--- config.mk ---
export PLATFORM = sky130hd
export DESIGN_NAME = udp_payload_locator_top_flat
export DESIGN_NICKNAME = d
export VERILOG_FILES = /design/src/design/upl_pkg.sv /design/src/design/upl_in_if.sv /design/src/design/upl_out_if.sv /design/src/design/udp_payload_locator_top.sv /design/src/design/upl_front.sv /design/src/design/upl_queue.sv /design/src/design/upl_back.sv /design/src/flat_wrapper.sv
export VERILOG_INCLUDE_DIRS = /design/src /design/src/design
export SDC_FILE = /design/constraint.sdc
export NUM_CORES = 1
export LEC_CHECK = 0
export CORE_MARGIN = 1
export CORE_UTILIZATION = 62
export DETAILED_ROUTE_END_ITERATION = 12
export DONT_BUFFER_PORTS = 1
export GPL_ROUTABILITY_DRIVEN = 0
export PLACE_DENSITY = 0.9
export SLEW_MARGIN = 5
export SYNTH_ARGS = -nofsm -noshare
export SYNTH_HDL_FRONTEND = slang
export SYNTH_SLANG_ARGS = --single-unit
--- constraint.sdc ---
create_clock -name clk -period 7.57 [get_ports clk]
set_input_delay 2.271 -clock clk [delete_from_list [all_inputs] [get_ports clk]]
set_output_delay 2.271 -clock clk [all_outputs]
set_load 0.01 [all_outputs]
--- src/design/assert_macros.svh ---
`ifndef ASSERT_MACROS_SVH
`define ASSERT_MACROS_SVH

// Same-cycle implication, sampled on clk, off while rst_n is low.
`define ASSERT_IMPL(lbl, ante, cons) \
  lbl: assert property (@(posedge clk) disable iff (!rst_n) (ante) |-> (cons)) \
    else $error("same-cycle check failed");

// Next-cycle implication, sampled on clk, off while rst_n is low.
`define ASSERT_NEXT(lbl, ante, cons) \
  lbl: assert property (@(posedge clk) disable iff (!rst_n) (ante) |=> (cons)) \
    else $error("next-cycle check failed");

`endif

--- src/design/upl_pkg.sv ---
package upl_pkg;

  localparam int DATA_W          = 8;
  localparam int MAX_FRAME_BYTES = 2048;
  localparam int POS_W           = $clog2(MAX_FRAME_BYTES);
  localparam int FLEN_W          = POS_W + 1;
  localparam int STATUS_W        = 3;
  localparam int OFFSET_W        = 7;
  localparam int PLEN_W          = 16;
  localparam int SUM_W           = 17;

  localparam int IP_START      = 14;
  localparam int PROTO_POS     = 23;
  localparam int LEN_POS_BASE  = 18;  // IP_START + 4
  localparam int PAYLOAD_BASE  = 22;  // IP_START + 8
  localparam int UDP_HDR       = 8;
  localparam int MIN_FRAME     = 42;
  localparam logic [7:0] PROTO_UDP = 8'd17;

  localparam int QUEUE_DEPTH = 2;
  localparam int QPTR_W      = $clog2(QUEUE_DEPTH);
  localparam int QCNT_W      = $clog2(QUEUE_DEPTH + 1);

  localparam logic [STATUS_W-1:0] ST_OK         = 3'd0;
  localparam logic [STATUS_W-1:0] ST_TOO_SHORT  = 3'd1;
  localparam logic [STATUS_W-1:0] ST_NOT_UDP    = 3'd2;
  localparam logic [STATUS_W-1:0] ST_NO_PAYLOAD = 3'd3;
  localparam logic [STATUS_W-1:0] ST_BAD_LENGTH = 3'd4;

  // Everything the back end needs to judge one frame.
  typedef struct packed {
    logic [FLEN_W-1:0] frame_len;
    logic [3:0]        header_words;
    logic [7:0]        protocol;
    logic [15:0]       udp_len;
    logic              len_captured;
  } frame_sum_t;

  typedef struct packed {
    logic full;
    logic empty;
  } q_status_t;

endpackage

--- src/design/upl_in_if.sv ---
interface upl_in_if import upl_pkg::*; ();
  logic              valid;
  logic              ready;
  logic [DATA_W-1:0] data_byte;
  logic              last_byte;

  modport source (output valid, output data_byte, output last_byte, input ready);
  modport sink   (input valid, input data_byte, input last_byte, output ready);
endinterface

--- src/design/upl_out_if.sv ---
interface upl_out_if import upl_pkg::*; ();
  logic                valid;
  logic                ready;
  logic [STATUS_W-1:0] status;
  logic [OFFSET_W-1:0] payload_offset;
  logic [PLEN_W-1:0]   payload_len;

  modport source (output valid, output status, output payload_offset,
                  output payload_len, input ready);
  modport sink   (input valid, input status, input payload_offset,
                  input payload_len, output ready);
endinterface

--- src/design/udp_payload_locator_top.sv ---
// Ethernet/IPv4/UDP payload locator. Frame bytes enter on in_word in wire order,
// one word per byte, with last_byte set on the final byte. For every frame one
// result word leaves on out_word: status (ok, too short, not UDP, no payload, bad
// length), and when ok the payload byte offset (22 + 4*IHL) and length (UDP
// length - 8). Ethertype and IP version are not checked; a UDP frame of at least
// MIN_FRAME bytes that ends before the UDP length field is reported as bad length.
// The block takes one byte per clock while in_word.ready is high, bursts
// included. out_word.valid rises after the edge that accepts the last byte, when
// the output register is free: the front end hands a per-frame summary to a
// two-entry queue, the back end judges it and registers the result. in_word.ready
// drops only when the queue holds two unjudged frames because out_word is stalled;
// the single judging stage and the output register set that limit.
`include "assert_macros.svh"

module udp_payload_locator_top import upl_pkg::*; (
  input logic        clk,
  input logic        rst_n,
  upl_in_if.sink     in_word,
  upl_out_if.source  out_word
);

  // front end -> queue
  logic       push;
  frame_sum_t push_sum;

  // queue -> back end
  logic       pop;
  frame_sum_t pop_sum;
  q_status_t  q_stat;

  // ok result on the output, and its fields in range
  logic       ok_shown;
  logic       ok_fit;

  // byte counting and field capture
  upl_front u_front (
    .clk      (clk),
    .rst_n    (rst_n),
    .in_word  (in_word),
    .q_stat   (q_stat),
    .push     (push),
    .push_sum (push_sum)
  );

  // decouples frame ends from the output stall
  upl_queue u_queue (
    .clk      (clk),
    .rst_n    (rst_n),
    .push     (push),
    .push_sum (push_sum),
    .pop      (pop),
    .pop_sum  (pop_sum),
    .q_stat   (q_stat)
  );

  // classification and output register
  upl_back u_back (
    .clk      (clk),
    .rst_n    (rst_n),
    .pop_sum  (pop_sum),
    .q_stat   (q_stat),
    .pop      (pop),
    .out_word (out_word)
  );

  assign ok_shown = out_word.valid && (out_word.status == ST_OK);
  assign ok_fit   = (out_word.payload_offset >= OFFSET_W'(PAYLOAD_BASE)) &&
                    (out_word.payload_len != '0);

  // a frame end never lands on a full queue
  `ASSERT_IMPL(a_no_overflow, push, !q_stat.full)
  // a pushed summary is held until judged
  `ASSERT_NEXT(a_push_lands, push, !q_stat.empty)
  // every judged frame shows up on the output
  `ASSERT_NEXT(a_pop_shows, pop, out_word.valid)
  // an ok result always points past the UDP header with a nonempty payload
  `ASSERT_IMPL(a_ok_fields, ok_shown, ok_fit)

endmodule

--- src/design/upl_front.sv ---
module upl_front import upl_pkg::*; (
  input  logic       clk,
  input  logic       rst_n,
  upl_in_if.sink     in_word,
  input  q_status_t  q_stat,
  output logic       push,
  output frame_sum_t push_sum
);

  logic [POS_W-1:0]  pos_r, pos_nxt;
  logic [3:0]        hw_r, hw_nxt;
  logic [7:0]        proto_r, proto_nxt;
  logic [15:0]       udp_r, udp_nxt;
  logic              cap_r, cap_nxt;

  logic              accept;
  logic [FLEN_W-1:0] pos_ext;
  logic [FLEN_W-1:0] len_pos;
  logic [3:0]        hw_cur;
  logic [7:0]        proto_cur;
  logic [15:0]       udp_cur;
  logic              hi_hit, lo_hit;

  assign in_word.ready = !q_stat.full;
  assign accept        = in_word.valid && in_word.ready;

  always_comb begin
    pos_ext   = FLEN_W'(pos_r);
    hw_cur    = (pos_ext == FLEN_W'(IP_START)) ? in_word.data_byte[3:0] : hw_r;
    proto_cur = (pos_ext == FLEN_W'(PROTO_POS)) ? in_word.data_byte : proto_r;
    len_pos   = FLEN_W'(LEN_POS_BASE) + FLEN_W'({hw_cur, 2'b00});
    hi_hit    = (pos_ext == len_pos);
    lo_hit    = (pos_ext == len_pos + FLEN_W'(1));
    udp_cur   = {hi_hit ? in_word.data_byte : udp_r[15:8],
                 lo_hit ? in_word.data_byte : udp_r[7:0]};

    push_sum.frame_len    = pos_ext + FLEN_W'(1);
    push_sum.header_words = hw_cur;
    push_sum.protocol     = proto_cur;
    push_sum.udp_len      = udp_cur;
    push_sum.len_captured = cap_r | lo_hit;
    push                  = accept && in_word.last_byte;

    pos_nxt   = pos_r;
    hw_nxt    = hw_r;
    proto_nxt = proto_r;
    udp_nxt   = udp_r;
    cap_nxt   = cap_r;
    if (accept) begin
      if (in_word.last_byte) begin
        pos_nxt   = '0;
        hw_nxt    = '0;
        proto_nxt = '0;
        udp_nxt   = '0;
        cap_nxt   = 1'b0;
      end else begin
        // position saturates one short of the maximum frame size
        if (pos_r != POS_W'(MAX_FRAME_BYTES - 1)) begin
          pos_nxt = pos_r + POS_W'(1);
        end
        hw_nxt    = hw_cur;
        proto_nxt = proto_cur;
        udp_nxt   = udp_cur;
        cap_nxt   = cap_r | lo_hit;
      end
    end
  end

  always_ff @(posedge clk) begin
    if (!rst_n) begin
      pos_r   <= '0;
      hw_r    <= '0;
      proto_r <= '0;
      udp_r   <= '0;
      cap_r   <= 1'b0;
    end else begin
      pos_r   <= pos_nxt;
      hw_r    <= hw_nxt;
      proto_r <= proto_nxt;
      udp_r   <= udp_nxt;
      cap_r   <= cap_nxt;
    end
  end

endmodule

--- src/design/upl_queue.sv ---
module upl_queue import upl_pkg::*; (
  input  logic       clk,
  input  logic       rst_n,
  input  logic       push,
  input  frame_sum_t push_sum,
  input  logic       pop,
  output frame_sum_t pop_sum,
  output q_status_t  q_stat
);

  frame_sum_t        mem [QUEUE_DEPTH];
  logic [QPTR_W-1:0] wr_ptr_r, wr_ptr_nxt;
  logic [QPTR_W-1:0] rd_ptr_r, rd_ptr_nxt;
  logic [QCNT_W-1:0] cnt_r, cnt_nxt;

  always_comb begin
    wr_ptr_nxt = wr_ptr_r;
    rd_ptr_nxt = rd_ptr_r;
    cnt_nxt    = cnt_r;
    if (push) begin
      wr_ptr_nxt = (wr_ptr_r == QPTR_W'(QUEUE_DEPTH - 1)) ? '0 : wr_ptr_r + QPTR_W'(1);
    end
    if (pop) begin
      rd_ptr_nxt = (rd_ptr_r == QPTR_W'(QUEUE_DEPTH - 1)) ? '0 : rd_ptr_r + QPTR_W'(1);
    end
    if (push && !pop) begin
      cnt_nxt = cnt_r + QCNT_W'(1);
    end else if (pop && !push) begin
      cnt_nxt = cnt_r - QCNT_W'(1);
    end
  end

  assign pop_sum      = mem[rd_ptr_r];
  assign q_stat.full  = (cnt_r == QCNT_W'(QUEUE_DEPTH));
  assign q_stat.empty = (cnt_r == '0);

  always_ff @(posedge clk) begin
    if (push) begin
      mem[wr_ptr_r] <= push_sum;
    end
  end

  always_ff @(posedge clk) begin
    if (!rst_n) begin
      wr_ptr_r <= '0;
      rd_ptr_r <= '0;
      cnt_r    <= '0;
    end else begin
      wr_ptr_r <= wr_ptr_nxt;
      rd_ptr_r <= rd_ptr_nxt;
      cnt_r    <= cnt_nxt;
    end
  end

endmodule

--- src/design/upl_back.sv ---
module upl_back import upl_pkg::*; (
  input  logic       clk,
  input  logic       rst_n,
  input  frame_sum_t pop_sum,
  input  q_status_t  q_stat,
  output logic       pop,
  upl_out_if.source  out_word
);

  logic                out_valid_r, out_valid_nxt;
  logic [STATUS_W-1:0] status_r, status_nxt;
  logic [OFFSET_W-1:0] offset_r, offset_nxt;
  logic [PLEN_W-1:0]   plen_r, plen_nxt;

  logic [OFFSET_W-1:0] offset;
  logic [PLEN_W-1:0]   plen;
  logic [SUM_W-1:0]    payload_end;
  logic [STATUS_W-1:0] status;

  assign pop = !q_stat.empty && (!out_valid_r || out_word.ready);

  always_comb begin
    offset      = OFFSET_W'(PAYLOAD_BASE) + OFFSET_W'({pop_sum.header_words, 2'b00});
    plen        = pop_sum.udp_len - PLEN_W'(UDP_HDR);
    payload_end = SUM_W'(offset) + SUM_W'(plen);

    // checks in priority order
    if (pop_sum.frame_len < FLEN_W'(MIN_FRAME)) begin
      status = ST_TOO_SHORT;
    end else if (pop_sum.protocol != PROTO_UDP) begin
      status = ST_NOT_UDP;
    end else if (!pop_sum.len_captured) begin
      status = ST_BAD_LENGTH;
    end else if (pop_sum.udp_len <= 16'(UDP_HDR)) begin
      status = ST_NO_PAYLOAD;
    end else if (payload_end > SUM_W'(pop_sum.frame_len)) begin
      status = ST_BAD_LENGTH;
    end else begin
      status = ST_OK;
    end

    out_valid_nxt = out_valid_r;
    status_nxt    = status_r;
    offset_nxt    = offset_r;
    plen_nxt      = plen_r;
    if (pop) begin
      out_valid_nxt = 1'b1;
      status_nxt    = status;
      offset_nxt    = (status == ST_OK) ? offset : '0;
      plen_nxt      = (status == ST_OK) ? plen : '0;
    end else if (out_word.ready) begin
      out_valid_nxt = 1'b0;
    end
  end

  assign out_word.valid          = out_valid_r;
  assign out_word.status         = status_r;
  assign out_word.payload_offset = offset_r;
  assign out_word.payload_len    = plen_r;

  always_ff @(posedge clk) begin
    if (!rst_n) begin
      out_valid_r <= 1'b0;
    end else begin
      out_valid_r <= out_valid_nxt;
    end
  end

  always_ff @(posedge clk) begin
    status_r <= status_nxt;
    offset_r <= offset_nxt;
    plen_r   <= plen_nxt;
  end

endmodule
--- src/flat_wrapper.sv ---
// flat-port wrapper written by rule: the top's interface ports become plain ports
module udp_payload_locator_top_flat import upl_pkg::*;
  (clk, rst_n, in_word_valid, in_word_data_byte, in_word_last_byte, in_word_ready, out_word_valid, out_word_status, out_word_payload_offset, out_word_payload_len, out_word_ready);
  upl_in_if in_word_i ();
  upl_out_if out_word_i ();
  input logic clk;
  input logic rst_n;
  input wire logic [$bits(in_word_i.valid)-1:0] in_word_valid;
  input wire logic [$bits(in_word_i.data_byte)-1:0] in_word_data_byte;
  input wire logic [$bits(in_word_i.last_byte)-1:0] in_word_last_byte;
  output wire logic [$bits(in_word_i.ready)-1:0] in_word_ready;
  output wire logic [$bits(out_word_i.valid)-1:0] out_word_valid;
  output wire logic [$bits(out_word_i.status)-1:0] out_word_status;
  output wire logic [$bits(out_word_i.payload_offset)-1:0] out_word_payload_offset;
  output wire logic [$bits(out_word_i.payload_len)-1:0] out_word_payload_len;
  input wire logic [$bits(out_word_i.ready)-1:0] out_word_ready;
  assign in_word_i.valid = in_word_valid;
  assign in_word_i.data_byte = in_word_data_byte;
  assign in_word_i.last_byte = in_word_last_byte;
  assign in_word_ready = in_word_i.ready;
  assign out_word_valid = out_word_i.valid;
  assign out_word_status = out_word_i.status;
  assign out_word_payload_offset = out_word_i.payload_offset;
  assign out_word_payload_len = out_word_i.payload_len;
  assign out_word_i.ready = out_word_ready;
  udp_payload_locator_top u_core (.clk(clk), .rst_n(rst_n), .in_word(in_word_i), .out_word(out_word_i));
endmodule
* Word level (Yosys, flattened, before mapping)
Memories as Yosys holds them, arrays and structs flattened. A register that Yosys moved wholly into a read port is not among the register bits.
Cells that the tools add are included.
** Storage, ports and cells
- Bits in registers :: 71
- Logic and storage cells :: 77
- Input port bits :: 13
- Memories :: 1
- Output and inout bits :: 28
- Bits in writable memories :: 82
** Cells by class
- Add/subtract/negate cells :: 11
- Mux-type cells :: 25
- Reduce and logical (&&, ||, !) cells :: 17
- Equality and inequality tests :: 7
- Bitwise gates (word level) :: 1
- Magnitude comparators :: 3
** Memories
- u_core.u_queue.mem :: depth 2, width 41, rd ports 1, clocked after memory_dff 1, wr ports 1, line upl_queue.sv:11 : frame_sum_t mem [QUEUE_DEPTH];
** Operators by type and width (count)
- $mux 8 :: 4
- $mux 11 :: 2
- $add 7x16->17 :: 1
- $gt 17x12->1 :: 1
- $le 16x4->1 const B :: 1
- $mux 16 :: 1
- $sub 16x4->16 const B :: 1
- $mux 3 :: 5
- $add 5x6->7 const A :: 2
- $add 11x1->12 const B :: 1
- $lt 12x6->1 const B :: 1
- $add 11x1->11 const B :: 1
- $eq 11x4->1 const B :: 1
- $eq 11x5->1 const B :: 1
- $eq 11x7->1 :: 1
- $eq 11x8->1 :: 1
- $ne 11x11->1 const B :: 1
- $mux 1 :: 9
- $add 7x1->8 const B :: 1
- $mux 4 :: 2
- $ne 8x5->1 const B :: 1
- $reduce_bool 2->1 :: 3
- $logic_and 1x1->1 :: 5
- $logic_not 1->1 :: 5
- 10 further kinds :: 12

* Depth between registers and ports, before layout
Gate-level depths: netlist of the first run.
- Depth in word-level cells :: 9
- Mapped depth :: 27

* Cells and area by module
Synthesis of the first run repeated with hierarchy kept, for this count alone.
** Unflattened totals
- Cells, all modules :: 675
- Area, all modules :: 7977.7 um2
** By module, submodules not included
- upl_queue :: sequential area each 2562.5 um2, area an instance 3168.0 um2, times used 1, cells an instance 150
- upl_front :: sequential area each 800.8 um2, area an instance 2427.3 um2, times used 1, cells an instance 272
- upl_back :: sequential area each 770.7 um2, area an instance 2382.3 um2, times used 1, cells an instance 253

* Least setup slack after synthesis of the first run
OpenSTA, ideal clock, no wires.
- Kind :: register -> register
- From :: reg (tool-made name)
- To :: reg u_core.u_back.plen_r[10], in the netlist u_core.u_back.out_word.payload_len[10] (data pin)
- Period minus slack after synthesis :: 5.376 ns
- Library setup time :: 0.150 ns
- Data arrival time :: 5.226 ns
- Stages on the path, launching flop included :: 26
- Setup slack :: 2.194 ns
- Path through :: dfxtp_1 -> buf_4 -> buf_6 -> buf_6 -> buf_2 -> buf_1 -> buf_2 -> mux2_2 -> ha_1 -> xor2_1 -> ha_1 -> nand3_1 -> o211ai_1 -> a31oi_1 -> o21ai_0 -> a21boi_0 -> xor2_1 -> ha_1 -> a21o_1 -> a211oi_1 -> o21ai_0 -> o21ai_0 -> and3_1 -> nand3_2 -> buf_2 -> nor3_2
** RTL lines
- to (signal assigned) :: line upl_back.sv:72 : plen_r <= plen_nxt;
- to (decl) :: line upl_back.sv:13 : logic [PLEN_W-1:0] plen_r, plen_nxt;

==> results of run 1 <==
-- routing by layer --
layer	GRT usage (%)	wire [um]
met3	6.802	1319
met5	0	0
met2	45.15	7964
met1	32.50	6475
met4	13.68	511
-- state kept, by name, summed over array words and instances, names as in the netlist, 2 cells and up, named ones only --
register                               flops
u_core.u_back.out_word.status              3
u_core.u_back.out_word.payload_offset      6
u_core.u_front.udp_r                      16
u_core.u_front.hw_r                        4
u_core.u_front.proto_r                     8
u_core.u_queue.cnt_r                       2
u_core.u_front.pos_r                      11
u_core.u_queue.mem                        82
u_core.u_back.out_word.payload_len        16
-- where the power goes --
group / internal, mW / switching, mW / leakage, nW
Combinational: 0.332 / 0.518 / 1.25
Clock: 0.606 / 0.324 / 0.328
Sequential: 1.00 / 0.0949 / 1.37
Total: 1.94 / 0.938 / 2.95
-- area by class of cell --
| cell class | instances | area share, % |
|---|---|---|
| Timing Repair Buffer | 2 | 0.1788 |
| Sequential cell | 153 | 49.25 |
| Inverter | 20 | 0.8941 |
| Multi-Input combinational cell | 437 | 39.52 |
| Clock buffer | 24 | 6.512 |
| Tap cell | 147 | 2.190 |
| Clock inverter | 8 | 1.460 |
-- stage by stage --
step,hold WS (ns),area (sq um)
floorplan,0.4286,7676
global placement,0.4518,7727
detailed placement,0.4556,7727
CTS,0.4749,8397
global route,0.4929,8397
finish,0.4786,8397
-- logic make-up (layout without fill, tap and decap cells) --
group,after synthesis,count (layout)
compound gates,128,128
flops,153,153
buf+inv,46,54
other cells,1,4
mux,63,63
fa+ha+maj,24,24
xor+xnor,31,31
simple gates,187,187
-- placed cells by master, fill, tap and decap left out, drive strengths merged, types with 3 or more instances in the layout --
cell type | synthesis | final
nor2 | 44 | 44
or3 | 7 | 7
inv | 19 | 21
a211oi | 7 | 7
nand4 | 5 | 5
edfxtp | 107 | 107
nor2b | 18 | 18
nand3 | 15 | 15
o211ai | 5 | 5
a22o | 16 | 16
mux2 | 33 | 33
or4 | 3 | 3
nor3b | 8 | 8
a21o | 5 | 5
nand2 | 23 | 23
nor4b | 9 | 9
xnor2 | 15 | 15
nor4 | 13 | 13
clkbuf | 10 | 24
ha | 23 | 23
clkinv | 1 | 3
conb | 1 | 4
o21ai | 28 | 28
and3 | 5 | 5
a22oi | 15 | 15
mux2i | 30 | 30
xor2 | 16 | 16
a21oi | 26 | 26
nand3b | 3 | 3
nor3 | 22 | 22
nand2b | 6 | 6
bufinv | 0 | 3
o21a | 4 | 4
dfxtp | 46 | 46
-- final timing paths --
check	slack (ns)	depth (start not counted)	endpoint
worst min register to register	0.48	1	u_core.u_front.udp_r[8]
worst max-delay path	1.75	19	u_core.u_back.out_word.payload_offset[5]
worst max register to register	1.75	19	u_core.u_back.out_word.payload_offset[5]
worst min-delay path	0.48	1	u_core.u_front.udp_r[8]
==> key figures, run 1 <==
Status
  – Status: finished clean

Global routing
  – GRT Util Overall: 27.00%
  – First-pass GRT wire length: 26140 um
  – Vias in the first global route: 5247
  – Initial antenna violation count: 0
  – Largest net degree at the start of global routing: 44
  – Congestion Overflow GR: 0

Floorplanning
  – Die height: 113.2 um
  – Row cnt: 40
  – Full die area: 12810 sq um
  – Core ar.: 12010 sq um
  – Die X: 113.2 um
  – Ports: 41
  – Starting density of the core: 63.81%

Clocking
  – H-tree levels: 4
  – CTS tree: yes
  – Root Driver: clkbuf_16
  – Clock Sinks: 153
  – CTS resizes: 0
  – Total setup buffers inserted after CTS: 0
  – Max clock buf depth: 2
  – CTS buffer count: 17
  – # hold bufs at CTS: 0
  – Worst-path clk slew: 0.06 ns
  – Clk_lat worst skew: 0.43 ns

STA
  – Fmax: 171.8 MHz
  – Final setup vio count: 0
  – Slew headroom: 21.64%
  – Hold Fails Final Rpt: 0
  – Tmin final: 5.821 ns
  – TNS Setup: 0 ns
  – Final Skew: 0.008523 ns
  – RSZ-0062 raised after global routing: false
  – Actual slew at the worst max-slew pin: 1.173 ns
  – Fin. max-slew vios: 0
  – Worst setup margin: 1.750 ns
  – Final worst-path cycle share: 76.89%

Cells and area
  – Register area: 4135 sq um
  – Final core utilization: 69.91%
  – N_diodes: 0
  – Area occupied by multi-input gates: 3318 sq um
  – # fillers: 798
  – Share of cells above drive strength 1: 13.98%
  – Post-layout nets: 668
  – Area Growth Syn to Fin: 9.549%
  – Layout Cells excl Fill: 791

Run
  – Maxcap violations: 0

Synthesis
  – Most used flip-flop cell after synthesis: edfxtp_1
  – Ys Warns: 0
  – FF+latch count, synth: 153
  – Cell Area, Synth: 7665 sq um
  – Synthesized instance count: 633
  – Count leader, synth: edfxtp_1
  – Post-Synth XOR/XNOR Area: 3.787%
  – Main combinational cell family by area after synthesis: simple AND/OR/NAND/NOR gates
  – Seq/Total Area, Yosys: 53.93%
  – Synth top area share: 41.92%
  – Adder-cell share of the synthesized area: 4.016%
  – Async set-reset flop share out of synthesis: 0%
  – Largest area contributor in the netlist: edfxtp_1
  – Mean Syn Cell Area: 12.11 sq um
  – Synth area leaders: edfxtp_1 42%, dfxtp_1 12%, mux2_2 4.7%, mux2i_1 3.9%, ha_1 3.8%
  – Post-synthesis compound-gate area fraction: 11.83%
  – Number of flops mapped to enable cells by yosys: 107
  – Simple-gate share of the synthesized area: 14.50%
  – Mux contribution to synthesized area: 8.815%
  – Yosys cell types: 76
  – Most frequent cells after synthesis: 107 x edfxtp_1, 46 x dfxtp_1, 44 x nor2_1

Power and ir drop
  – PwrDens: 342.9 nW/um^2
  – Tot Pwr: 2.879 mW
  – Peak VDD IR: 0.0002334 V
  – Lkg Pwr: 2.947 nW

Critical path
  – CP max FO: 43
  – Startpoint types: flop
  – Buf+Inv Stages, Crit Path: 1
  – Slowest stage cell, crit path: dfxtp_2
  – Crit-path max cell delay: 0.97 ns
  – Cell Chain, Critical Path: mux2i_1 > ha_1 > xor2_1 > inv_1 > ha_1 > o21a_1 > o31a_1 > o21ai_0 > a21oi_1 > o211ai_1 > xnor2_1 > ha_1 > and3_1 > a211oi_1 > a31oi_1 > o21ai_0 > and3_1 > nand3_2 > nor3b_1
  – CP top delay family: compound AO/OA/AOI/OAI gates
  – Crit path top cell by count: ha_1
  – Data required time of the worst path: 7.81 ns
  – Worst path arrival time: 6.06 ns
  – Crit end category: flop
  – Worst setup path category: reg -> reg

Worst hold path
  – Origin of the worst min-delay path: u_core.u_front.udp_r[8]
  – HP Class: reg -> reg

Detailed routing
  – Drt pass-1 iters: 6
  – Drc violations: 0
  – Antenna Nets Post-Route: 0
  – Total number of vias: 5237
  – Vias per inst: 6.621
  – Post-Route WL: 16270 um
  – Routed length per instance: 20.57 um
  – Initial DRC count: 483

Place
  – Worst slack, placed: 2.019 ns
  – Number of I/O port buffers: 0
  – DP HPWL: 11130 um
  – Placed cell count: 759
(Power assumes the default switching activity.)
==> run 2: changes to the inputs <==
--- a/config.mk
+++ b/config.mk
@@ -7,11 +7,11 @@
 export NUM_CORES = 1
 export LEC_CHECK = 0
 export CORE_MARGIN = 1
-export CORE_UTILIZATION = 62
+export CORE_UTILIZATION = 58
 export DETAILED_ROUTE_END_ITERATION = 12
 export DONT_BUFFER_PORTS = 1
 export GPL_ROUTABILITY_DRIVEN = 0
-export PLACE_DENSITY = 0.9
+export PLACE_DENSITY = 0.88
 export SLEW_MARGIN = 5
 export SYNTH_ARGS = -nofsm -noshare
 export SYNTH_HDL_FRONTEND = slang
==> constraint.sdc (replaced) <==
create_clock -name clk -period 5.1 [get_ports clk]
set_input_delay 1.53 -clock clk [delete_from_list [all_inputs] [get_ports clk]]
set_output_delay 1.53 -clock clk [all_outputs]
set_load 0.01 [all_outputs]
==> run 2 against run 1 <==
Net effect:
- worst hold slack gained 0.0036 ns
- count of clock-buffer cells in the layout shrank 6
- setup slack lost 1.5 ns
- sequential cell count is the same
- non-clock buffer count grew 4
- total power grew 43%
- sequential power grew 45%
- first-iteration DRC count shrank 25%
- highest routed layer unchanged
- die area grew 6.8%
==> key figures, run 2 (synthesis gave the netlist of run 1 again) <==
Detailed routing
  – Antenna Nets Post-Route: 0
  – Vias per inst: 6.255
  – Total number of vias: 5135
  – Post-Route WL: 16290 um
  – Initial DRC count: 360
  – Drc violations: 0
  – Drt pass-1 iters: 4
  – Routed length per instance: 19.85 um

Global routing
  – First-pass GRT wire length: 25970 um
  – GRT Util Overall: 25.72%
  – Initial antenna violation count: 0
  – Largest net degree at the start of global routing: 42
  – Congestion Overflow GR: 0
  – Vias in the first global route: 5085

Floorplanning
  – Die height: 117.0 um
  – Core ar.: 12770 sq um
  – Ports: 41
  – Starting density of the core: 60.01%
  – Die X: 117.0 um
  – Row cnt: 41
  – Full die area: 13680 sq um

Critical path
  – Buf+Inv Stages, Crit Path: 2
  – Crit-path max cell delay: 0.43 ns
  – Worst setup path category: reg -> reg
  – Slowest stage cell, crit path: dfxtp_4
  – WP depth: 20
  – Worst path arrival time: 5.17 ns
  – Startpoint types: flop
  – CP top delay family: compound AO/OA/AOI/OAI gates
  – Data required time of the worst path: 5.37 ns
  – Cell Chain, Critical Path: buf_4 > mux2i_1 > xor2_1 > inv_1 > ha_1 > o21a_1 > o31a_1 > o21ai_0 > a21oi_2 > mux2i_1 > a21oi_1 > xnor2_1 > ha_1 > a21o_1 > a211oi_1 > o21ai_0 > o21ai_0 > and3_2 > nand3_2 > nor3b_2
  – R2R depth: 20
  – CP max FO: 22
  – FF-to-FF setup slack: 0.20 ns
  – Crit path top cell by count: o21ai_0
  – Critical Path End: u_core.u_back.out_word.payload_len[3]
  – Reg2reg end: u_core.u_back.out_word.payload_len[3]
  – Crit end category: flop

Cells and area
  – Register area: 4138 sq um
  – Post-Layout Inst Area: 8407 sq um
  – Area Growth Syn to Fin: 9.680%
  – Commonest non-fill, non-tap cell in the layout: edfxtp_1
  – Share of cells above drive strength 1: 15.87%
  – N_diodes: 0
  – Most flop-heavy register: u_core.u_queue.mem
  – # fillers: 919
  – Post-layout nets: 673
  – Most frequent cells in the layout: 107 x edfxtp_1, 45 x dfxtp_1, 42 x nor2_1
  – Max FFs per register: 82
  – Area occupied by multi-input gates: 3364 sq um

Clocking
  – H-tree levels: 4
  – CTS buffer count: 17
  – Clk_lat worst skew: 0.44 ns
  – Clock Sinks: 153
  – Root Driver: clkbuf_16
  – Total setup buffers inserted after CTS: 0
  – CTS tree: yes
  – Worst-path clk slew: 0.07 ns
  – Max clock buf depth: 2

STA
  – Hold slack: 0.4822 ns
  – Actual slew at the worst max-slew pin: 1.187 ns
  – Final worst-path cycle share: 96.07%
  – Slew headroom: 20.67%
  – Fin. max-slew vios: 0
  – Hold Fails Final Rpt: 0
  – Final setup vio count: 0
  – Tmin final: 4.900 ns
  – Final Skew: 0.01496 ns
  – Fmax: 204.1 MHz

Place
  – Number of I/O port buffers: 0
  – Placed inst area: 7795 sq um
  – DP HPWL: 11430 um

Power and ir drop
  – Peak VDD IR: 0.0004988 V
  – PwrDens: 488.9 nW/um^2
  – Lkg Pwr: 2.925 nW

Run
  – Maxcap violations: 0

Worst hold path
  – HP Class: reg -> reg

Status
  – Status: finished clean
==> run 2: changes by cell type in the layout (fill, tap and decap cells not counted), sizes merged <==
cell	delta
bufinv	-2
clkinv	+4
clkbuf	-6
buf	+4
inv	+4
nand3	+1
==> run 2: final cells by class <==
cell class,instances,share of cell area [%]
Inverter,20,0.8930
Timing Repair Buffer,6,0.5358
Clock buffer,18,5.105
Multi-Input combinational cell,438,40.02
Clock inverter,14,1.667
Tap cell,172,2.560
Sequential cell,153,49.22
==> run 2: worst min path at each step <==
stage                        startpoint                        to  depth (start not counted)
3_3_place_gp   u_core.u_front.udp_r[11]  u_core.u_front.udp_r[11]                          1
4_1_cts        u_core.u_front.udp_r[14]  u_core.u_front.udp_r[14]                          1
2_1_floorplan      u_core.u_front.cap_r      u_core.u_front.cap_r                          2
6_report       u_core.u_front.udp_r[11]  u_core.u_front.udp_r[11]                          1
3_5_place_dp   u_core.u_front.udp_r[12]  u_core.u_front.udp_r[12]                          1
5_1_grt         u_core.u_front.udp_r[6]   u_core.u_front.udp_r[6]                          1
==> run 2: worst reg2reg max path, cell delays in order, from the launching register on <==
cell and delay, ns:
dfxtp_4 0.43, buf_4 0.29, mux2i_1 0.25, xor2_1 0.36, inv_1 0.11, ha_1 0.32, o21a_1 0.12, o31a_1 0.11
o21ai_0 0.38, a21oi_2 0.16, mux2i_1 0.16, a21oi_1 0.24, xnor2_1 0.11, ha_1 0.20, a21o_1 0.18, a211oi_1 0.22
o21ai_0 0.10, o21ai_0 0.21, and3_2 0.31, nand3_2 0.23, nor3b_2 0.24
==> run 2: routing by layer <==
layer	global-route usage, %	vias to the layer above	share of wire (%)	routed length [um]
li1	-	2413	-	-
met2	43.16	169	49	8043
met1	31.08	2517	43	6991
met4	12.07	0	2.7	435
met3	6.746	36	5.0	821
met5	0	-	0	0
==> run 2: stage by stage <==
stage                     TNS [ns]  std cells  power, mW  worst slack [ns]  util (%)
after floorplan                  0        636      2.601          0.006937         -
after CTS                        0        820      4.081           0.06816     65.51
after global routing      -0.03730        821      4.325          -0.03730     65.81
final                            0        821      4.110            0.2004     65.81
after detailed placement         0        788      2.874           0.09307     61.02
after global placement           0        788      2.800            0.3963     61.02
==> run 2: timing repair <==
item / 4_1_cts / 5_1_grt
pin swaps: 0 / 1
resized for setup: 1 / 9
cloned: 0 / 1
setup endpoints to repair: 2 / 19
hold buffers: 0 / 0
==> run 2: where the power goes <==
part	total (mW)	leakage [nW]	switching, mW	internal (mW)
logic	1.31	1.27	0.806	0.508
clock network	1.20	0.281	0.520	0.684
registers	1.59	1.37	0.101	1.49
total	4.11	2.92	1.43	2.68
==> run 3: changes to the inputs <==
--- a/config.mk
+++ b/config.mk
@@ -8,6 +8,7 @@
 export LEC_CHECK = 0
 export CORE_MARGIN = 1
 export CORE_UTILIZATION = 58
+export CTS_CLUSTER_DIAMETER = 200
 export DETAILED_ROUTE_END_ITERATION = 12
 export DONT_BUFFER_PORTS = 1
 export GPL_ROUTABILITY_DRIVEN = 0
@@ -15,4 +16,5 @@
 export SLEW_MARGIN = 5
 export SYNTH_ARGS = -nofsm -noshare
 export SYNTH_HDL_FRONTEND = slang
+export SYNTH_HIERARCHICAL = 1
 export SYNTH_SLANG_ARGS = --single-unit
==> run 3 against run 2 <==
Net effect:
- sequential power is essentially flat
- sequential cell count unchanged
- first-iteration DRC count up 30%
- synthesized area is 4.1% higher
- clock power rose by 4%
- total power rose by 2.0%
- setup slack gained 0.22 ns
- via count grew 4.8%
- worst hold slack worse by 0.029 ns
- sequential share of layout area down 1.9 points
- combinational power is 5% higher
- largest power group unchanged
==> key figures, run 3 <==
Status
  – Status: finished clean

Global routing
  – Initial antenna violation count: 0
  – Largest net degree at the start of global routing: 34
  – Vias in the first global route: 5422
  – First-pass GRT wire length: 26830 um
  – Congestion Overflow GR: 0
  – GRT Util Overall: 24.60%

Synthesis
  – Synthesized instance count: 675
  – Synth area leaders: edfxtp_1 40%, dfxtp_1 12%, mux2_2 7.3%, ha_1 3.6%, nor4_2 3.1%
  – Number of flops mapped to enable cells by yosys: 107
  – Seq/Total Area, Yosys: 51.82%
  – Mean Syn Cell Area: 11.82 sq um
  – Count leader, synth: edfxtp_1
  – FF+latch count, synth: 153
  – Synth top area share: 40.28%
  – Most used flip-flop cell after synthesis: edfxtp_1
  – Ys Warns: 6
  – Async set-reset flop share out of synthesis: 0%
  – Yosys cell types: 77
  – Cell Area, Synth: 7978 sq um
  – Largest area contributor in the netlist: edfxtp_1
  – Most frequent cells after synthesis: 107 x edfxtp_1, 56 x nand2_1, 52 x mux2_2

Detailed routing
  – Detail Route met2 WL: 8278 um
  – Drc violations: 0
  – DR top layer: met4
  – Total number of vias: 5380
  – Routed length per instance: 19.12 um
  – Initial DRC count: 468
  – Drt pass-1 iters: 5
  – M1 WL: 6781 um
  – Routed met3 length: 1073 um
  – Antenna Nets Post-Route: 0
  – Post-Route WL: 16560 um
  – Vias per inst: 6.212

STA
  – Slew headroom: 47.27%
  – RSZ-0062 raised after global routing: false
  – Actual slew at the worst max-slew pin: 0.7824 ns
  – Final setup vio count: 0
  – Hold slack: 0.4534 ns
  – Final worst-path cycle share: 91.69%
  – Tmin final: 4.676 ns
  – Final Skew: 0.01048 ns
  – Fmax: 213.8 MHz
  – Hold Fails Final Rpt: 0
  – TNS Setup: 0 ns
  – Fin. max-slew vios: 0

Floorplanning
  – Full die area: 14230 sq um
  – Starting density of the core: 59.77%
  – Ports: 41
  – Core ar.: 13350 sq um
  – Die X: 119.3 um
  – Row cnt: 42
  – Die height: 119.3 um

Critical path
  – Startpoint types: flop
  – Worst path arrival time: 4.93 ns
  – Worst setup path category: reg -> reg
  – Data required time of the worst path: 5.35 ns
  – R2R depth: 20
  – CP max FO: 19
  – FF-to-FF setup slack: 0.42 ns
  – Reg2reg end: u_core/u_back/out_word.payload_len[12]
  – Crit end category: flop

Clocking
  – H-tree levels: 4
  – CTS tree: yes
  – CTS buffer count: 17
  – # hold bufs at CTS: 0
  – Clk_lat worst skew: 0.44 ns
  – Worst-path clk slew: 0.06 ns
  – Root Driver: clkbuf_16
  – Max clock buf depth: 2
  – Clock Sinks: 153

Worst hold path
  – Origin of the worst min-delay path: u_core/u_front/cap_r
  – HP Class: reg -> reg
  – Hold path depth: 2
  – Hold path endpoint: u_core/u_front/cap_r

Cells and area
  – Most frequent cells in the layout: 107 x edfxtp_1, 56 x nand2_1, 52 x mux2_2
  – Most flop-heavy register: u_core/u_queue/mem
  – N_diodes: 0
  – Post-layout nets: 714
  – Area Growth Syn to Fin: 9.551%
  – Share of cells above drive strength 1: 23.48%
  – Max FFs per register: 82
  – Commonest non-fill, non-tap cell in the layout: edfxtp_1
  – Layout Cells excl Fill: 866
  – Final core utilization: 65.48%

Power and ir drop
  – Lkg Pwr: 3.123 nW
  – Peak VDD IR: 0.0004613 V
  – PwrDens: 479.5 nW/um^2
  – Tot Pwr: 4.191 mW

Place
  – Placed cell count: 834
  – Number of I/O port buffers: 0
  – DP HPWL: 11700 um

Run
  – Maxcap violations: 0
-- run 3: changes by cell type after synthesis, sizes merged, moves of 9 or more --
cell / change
o22ai: +16
nand2: +33
nor3: -9
inv: +21
mux2i: -28
o21ai: -12
a22oi: -9
nor4: +9
a22o: -16
a21oi: -10
and2: +10
mux2: +37
-- run 3: what timing repair did --
item                                    4_1_cts  5_1_grt
endpoints found under the setup margin        0       19
setup buffers                                 0        0
gates resized for setup                       0        2
-- run 3: logic make-up (layout without fill, tap and decap cells) --
family,after synthesis,count (layout),share of synthesized area (%)
buffers and inverters,74,86,4.234
other,1,4,0.04701
adders and majority gates,24,24,3.858
DFF,153,153,51.82
AOI/OAI and AO/OA,109,109,9.771
and+or+nand+nor,212,212,16.09
muxes,72,72,10.88
xor gates and xnor gates,30,30,3.294
-- run 3: stage by stage --
stage	area (sq um)	setup WS [ns]
floorplan	7989	0.6090
global placement	8144	0.5990
detailed placement	8144	0.3290
CTS	8738	0.2449
global route	8740	0.1193
finish	8740	0.4236
-- run 3: how the worst max path moves through the flow --
stage	start	endpoint	slack, ns	depth (start not counted)
after global routing	flop	u_core/u_back/out_word.payload_offset[2]	0.12	20
final	flop	u_core/u_back/out_word.payload_len[12]	0.42	20
after global placement	flop	u_core/u_back/out_word.payload_len[3]	0.60	20
after CTS	flop	u_core/u_back/out_word.payload_len[12]	0.24	20
after detailed placement	flop	u_core/u_back/out_word.payload_len[12]	0.33	20
after floorplan	in_word_valid	u_core/u_queue/mem[0][0]	0.61	5
-- run 3: area by class of cell --
class / instances / area, sq um
flip-flops and latches: 153 / 4135
well taps: 176 / 220.2
clock buffers: 18 / 439.2
inverters: 41 / 153.9
clock inverters: 14 / 155.1
repair buffers: 13 / 97.59
fillers: 946 / 4608
multi-input cells: 451 / 3538
-- run 3: power by group --
group | total, mW | internal (mW) | switching (mW)
sequential | 1.57 | 1.48 | 0.0885
combinational | 1.37 | 0.547 | 0.823
clock | 1.25 | 0.707 | 0.546
-- run 3: critical path: stages, from the launching register on --
cell and delay (ns):
dfxtp_2 0.46, buf_4 0.23, mux2_2 0.41, inv_1 0.09, ha_1 0.20, xor2_1 0.25
ha_1 0.31, o21a_1 0.12, o31a_1 0.12, o21ai_1 0.27, nand2_1 0.15, a32oi_1 0.22
xnor2_1 0.09, ha_1 0.30, nand4_1 0.11, nor2_1 0.18, a31o_2 0.19, a31o_2 0.10
nand3_1 0.11, buf_4 0.28, nor4_2 0.30
-- run 3: layer usage --
metal	vias to the layer above	track usage [%]
met4	0	10.68
met3	43	6.274
met2	253	41.97
met1	2584	29.28
li1	2500	-
met5	-	0
